==> src/slab_object_allocator_macros.svh <==
// assertion macros for the slab object allocator
`ifndef SLAB_OBJECT_ALLOCATOR_MACROS_SVH
`define SLAB_OBJECT_ALLOCATOR_MACROS_SVH

// checked only while out of reset
`define SOA_ASSERT(lbl, prop, msg) \
    lbl: assert property (@(posedge aclk) disable iff (!aresetn) prop) else $error(msg);

// checked on every edge, reset included
`define SOA_ASSERT_RST(lbl, prop, msg) \
    lbl: assert property (@(posedge aclk) prop) else $error(msg);

`endif

==> src/soa_ram.sv <==
// simple dual port ram, one write and one registered read per cycle
module soa_ram #(
    parameter int WIDTH = 8,
    parameter int DEPTH = 64
) (
    input  logic                                  aclk,
    input  logic                                  we,
    input  logic [((DEPTH > 1) ? $clog2(DEPTH) : 1)-1:0] waddr,
    input  logic [WIDTH-1:0]                      wdata,
    input  logic [((DEPTH > 1) ? $clog2(DEPTH) : 1)-1:0] raddr,
    output logic [WIDTH-1:0]                      rdata
);
    logic [WIDTH-1:0] mem [DEPTH];

    always_ff @(posedge aclk) begin
        if (we) begin
            mem[waddr] <= wdata;
        end
        rdata <= mem[raddr];
    end
endmodule

==> config.mk <==
export PLATFORM = sky130hd
export DESIGN_NAME = soa_ram
export DESIGN_NICKNAME = d
export VERILOG_FILES = /design/src/slab_object_allocator_macros.svh /design/src/soa_ram.sv
export SDC_FILE = /design/constraint.sdc
export NUM_CORES = 1
export LEC_CHECK = 0
export ABC_AREA = 1
export ABC_CLOCK_PERIOD_IN_PS = 2900
export BUFFER_PORTS_ARGS = -buffer_cell sky130_fd_sc_hd__buf_2
export CORE_ASPECT_RATIO = 1.5
export CORE_MARGIN = 2
export CORE_UTILIZATION = 50
export DETAILED_ROUTE_END_ITERATION = 8
export PLACE_DENSITY_LB_ADDON = 0.15
export SYNTH_ARGS = -nofsm -noshare
export SYNTH_HDL_FRONTEND = slang
export SYNTH_SLANG_ARGS = --single-unit
==> constraint.sdc <==
create_clock -name aclk -period 2.9 [get_ports aclk]
set_input_delay 0.435 -clock aclk [delete_from_list [all_inputs] [get_ports aclk]]
set_output_delay 0.435 -clock aclk [all_outputs]
set_load 0.005 [all_outputs]
==> results.txt <==
----------------------------------------------------
[Outcome]
  Outcome ... finished, final reports clean

[Power and ir drop]
  Worst IR drop on VDD ... 0.000547 V
  Leak ... 8.67 nW
  Final Total Pwr ... around 16 mW
  Total power divided by cell area ... between 600 and 700 nW/um^2

[Routing]
  Length of routed wiring on met1 ... roughly 22,000 um
  Drt first-iter violations ... 1,394
  Total met2 wirelength after detailed routing ... around 28,000 um
  DRC violations left ... 0
  Overall routed net length ... around 56,000 um
  Post-detailed-route wirelength per cell ... 22.6 um
  Detailed-router iteration count before antenna repair ... 5
  DR vias/cell ... around 5.7
  Via count ... 13,900
  Top layer used by detailed routing ... met5
  Detail Route met3 WL ... 3320 um
  Residual antenna-violating net count after detailed routing ... 0

[Cells and area]
  Most frequent standard cell in the layout excluding fill and tap cells ... sky130_fd_sc_hd__nand2_1
  Most frequent cells in the layout ... sky130_fd_sc_hd__nand2_1, sky130_fd_sc_hd__edfxtp_1, sky130_fd_sc_hd__nand3_1, sky130_fd_sc_hd__buf_4, sky130_fd_sc_hd__nor2_1
  Utilization of the core after routing ... 56.5%
  Synthesis-to-layout area growth ... 11.6%
  Total number of nets in the final design ... 1,884
  Proportion of layout cells with a drive suffix above 1 ... 10.3%
  Final antenna diode count ... 0

[Critical path]
  Worst Path Max Fanout ... 66
  CP Class ... in -> reg
  Worst EP required ... 3.41 ns
  Worst setup SP type ... input port
  Kind of end point of the critical path ... register
  CP Data Arrival Time ... 2.37 ns

[Global route]
  Via count of the first global-routing pass ... about 14,000
  First-pass GRT wire length ... 85,000 um
  GRT Overall Usage ... 25.4%
  Total grt overflow ... 0
  Pin count of the biggest net entering global routing ... roughly 120
  Initial antenna violation count ... 1

[STA]
  Count of pins over their slew limit ... 0
  Rel. slew slack ... about two fifths
  Final-layout setup total negative slack ... 0 ns
  Share of the cycle needed by the critical path after routing ... 64.3%
  Final setup violating endpoints ... 0
  Clock period minus worst slack ... between 1.5 and 2 ns
  Unrepaired setup endpoints after global routing ... false
  Maximum operating frequency ... 0.537 GHz
  Worst-case clock skew ... 0.0124 ns
  Hold Vio Cnt, Final ... 0
  Transition time at the pin with the least slew margin ... 0.887 ns

[Clock tree]
  Clock-pin transition on the worst setup and hold timing paths ... 0.07 ns
  Post-cts resize count ... 0
  CTS tree ... done
  Source-to-sink clock delay at the later pin of the worst-skew pair ... approximately 0.57 ns
  Number of buffers on the longest clock path ... 3
  Number of buffers inserted by post-CTS setup repair ... 0
  Root cell of the clock tree ... sky130_fd_sc_hd__clkbuf_16
  Inserted Clock Buffers ... 47
  Quantity of hold-fixing buffers added after cts ... 0
  Number of H-tree branching levels ... 2
  Sinks on Clock Net ... 520

[Synthesis]
  Post-synthesis register bit count ... 520
  Post-Synthesis Net Count ... 1,827
  Post-Synthesis Cells ... 1,805
  Number of distinct library cells after synthesis ... 16
  Post-synthesis sequential area ratio ... 72.8%
  Average footprint of a synthesized cell ... between 10 and 15 um^2
  Total number of yosys warnings ... 0
  Syn Std Cell Area ... approximately 21,000 um^2

[Place]
  HPWL Detailed ... 34,200 um
  Number of input and output port buffers inserted ... 29
  Final Wtd Congestion ... 0.856

[Floorplanning]
  Placeable Area ... 42,100 um^2
  Total die area ... 44,400 um^2
  Die width ... 173 um
  Die Height ... 257 um
  Effective utilization at floorplan ... 50.7%
  Num rows ... 92
  Top-level I/O count ... 30

[Run]
  Maximum capacitance violations ... 0

[Min path]
  Type of the most critical hold path ... in -> reg

----------------------------------------------------
routing by layer:
layer | vias up | global-route usage, %
met1 | 6862 | 32.0
met4 | 2 | 11.0
li1 | 6457 | -
met3 | 126 | 3.28
met5 | - | 0
met2 | 491 | 44.2
cells in the mapped netlist:
library cell               instances  share of area, %
sky130_fd_sc_hd__nand2_1         648                11
sky130_fd_sc_hd__edfxtp_1        512                72
sky130_fd_sc_hd__nand3_1         439                10
sky130_fd_sc_hd__nor2_1           56              0.99
sky130_fd_sc_hd__buf_2            37              0.87
sky130_fd_sc_hd__buf_6            35               1.8
sky130_fd_sc_hd__clkbuf_1         15              0.26
sky130_fd_sc_hd__buf_4            14              0.49
sky130_fd_sc_hd__buf_1            10              0.18
sky130_fd_sc_hd__inv_1            10              0.18
sky130_fd_sc_hd__nand4_1           9              0.26
sky130_fd_sc_hd__dfxtp_1           8              0.75
sky130_fd_sc_hd__nor4_1            8              0.23
sky130_fd_sc_hd__buf_8             2              0.14
sky130_fd_sc_hd__inv_2             1             0.018
sky130_fd_sc_hd__inv_6             1             0.041
power by group:
group / leakage [nW] / total, mW / internal [mW] / switching (mW)
sequential: 4.67 / 8.34 / 8.31 / 0.0304
clock: 0.777 / 6.45 / 3.77 / 2.68
combinational: 3.22 / 1.01 / 0.259 / 0.749
total: 8.67 / 15.8 / 12.3 / 3.46
sequential cells by signal, indices dropped and copies added (netlist names):
signal	cells
rdata	8
mem	512
logic make-up (layout without fill, tap and decap cells):
family                 after synthesis  count (layout)  share of synthesized area [%]
buffers and inverters              125             219                           4.02
AND/OR/NAND/NOR                   1160            1160                           23.2
flip-flops                         520             520                           72.8
final cells by class:
| type | instances | area, um^2 |
|---|---|---|
| Fill cell | 3594 | 18300 |
| Sequential cell | 520 | 15500 |
| Multi-Input combinational cell | 1160 | 4950 |
| Clock buffer | 62 | 1290 |
| Timing Repair Buffer | 121 | 985 |
| Tap cell | 564 | 706 |
| Clock inverter | 24 | 302 |
| Inverter | 12 | 55.1 |
final timing paths:
| path | startpoint | depth (start not counted) | endpoint | slack, ns |
|---|---|---|---|---|
| setup reg to reg | mem[18][6]$_DFFE_PP_ | 8 | rdata[6]$_DFF_P_ | 1.43 |
| hold reg to reg | mem[40][7]$_DFFE_PP_ | 8 | rdata[7]$_DFF_P_ | 0.80 |
| hold / removal | raddr[5] | 3 | rdata[7]$_DFF_P_ | 0.28 |
| setup / recovery | raddr[0] | 11 | rdata[2]$_DFF_P_ | 1.04 |
metrics by stage:
stage / instances / hold WS (ns) / setup slack [ns] / cell area (um^2)
after floorplan: 1805 / 0.534 / 0.699 / 21300
after global routing: 2463 / 0.272 / 0.878 / 23800
after detailed placement: 2377 / 0.789 / 0.461 / 22200
after CTS: 2463 / 0.261 / 1.05 / 23800
after global placement: 2377 / 0.789 / 0.475 / 22200
final: 2463 / 0.278 / 1.04 / 23800
critical path, stage by stage:
cell,delay (ns)
sky130_fd_sc_hd__clkbuf_8,0.21
sky130_fd_sc_hd__inv_8,0.36
sky130_fd_sc_hd__buf_12,0.29
sky130_fd_sc_hd__nand2_1,0.09
sky130_fd_sc_hd__nand3_1,0.11
sky130_fd_sc_hd__nand3_1,0.10
sky130_fd_sc_hd__nand2_1,0.16
sky130_fd_sc_hd__nand2_1,0.08
sky130_fd_sc_hd__nand3_1,0.16
sky130_fd_sc_hd__nand3_1,0.16
sky130_fd_sc_hd__nand2_1,0.11
Power figures use the tool's default switching activity.
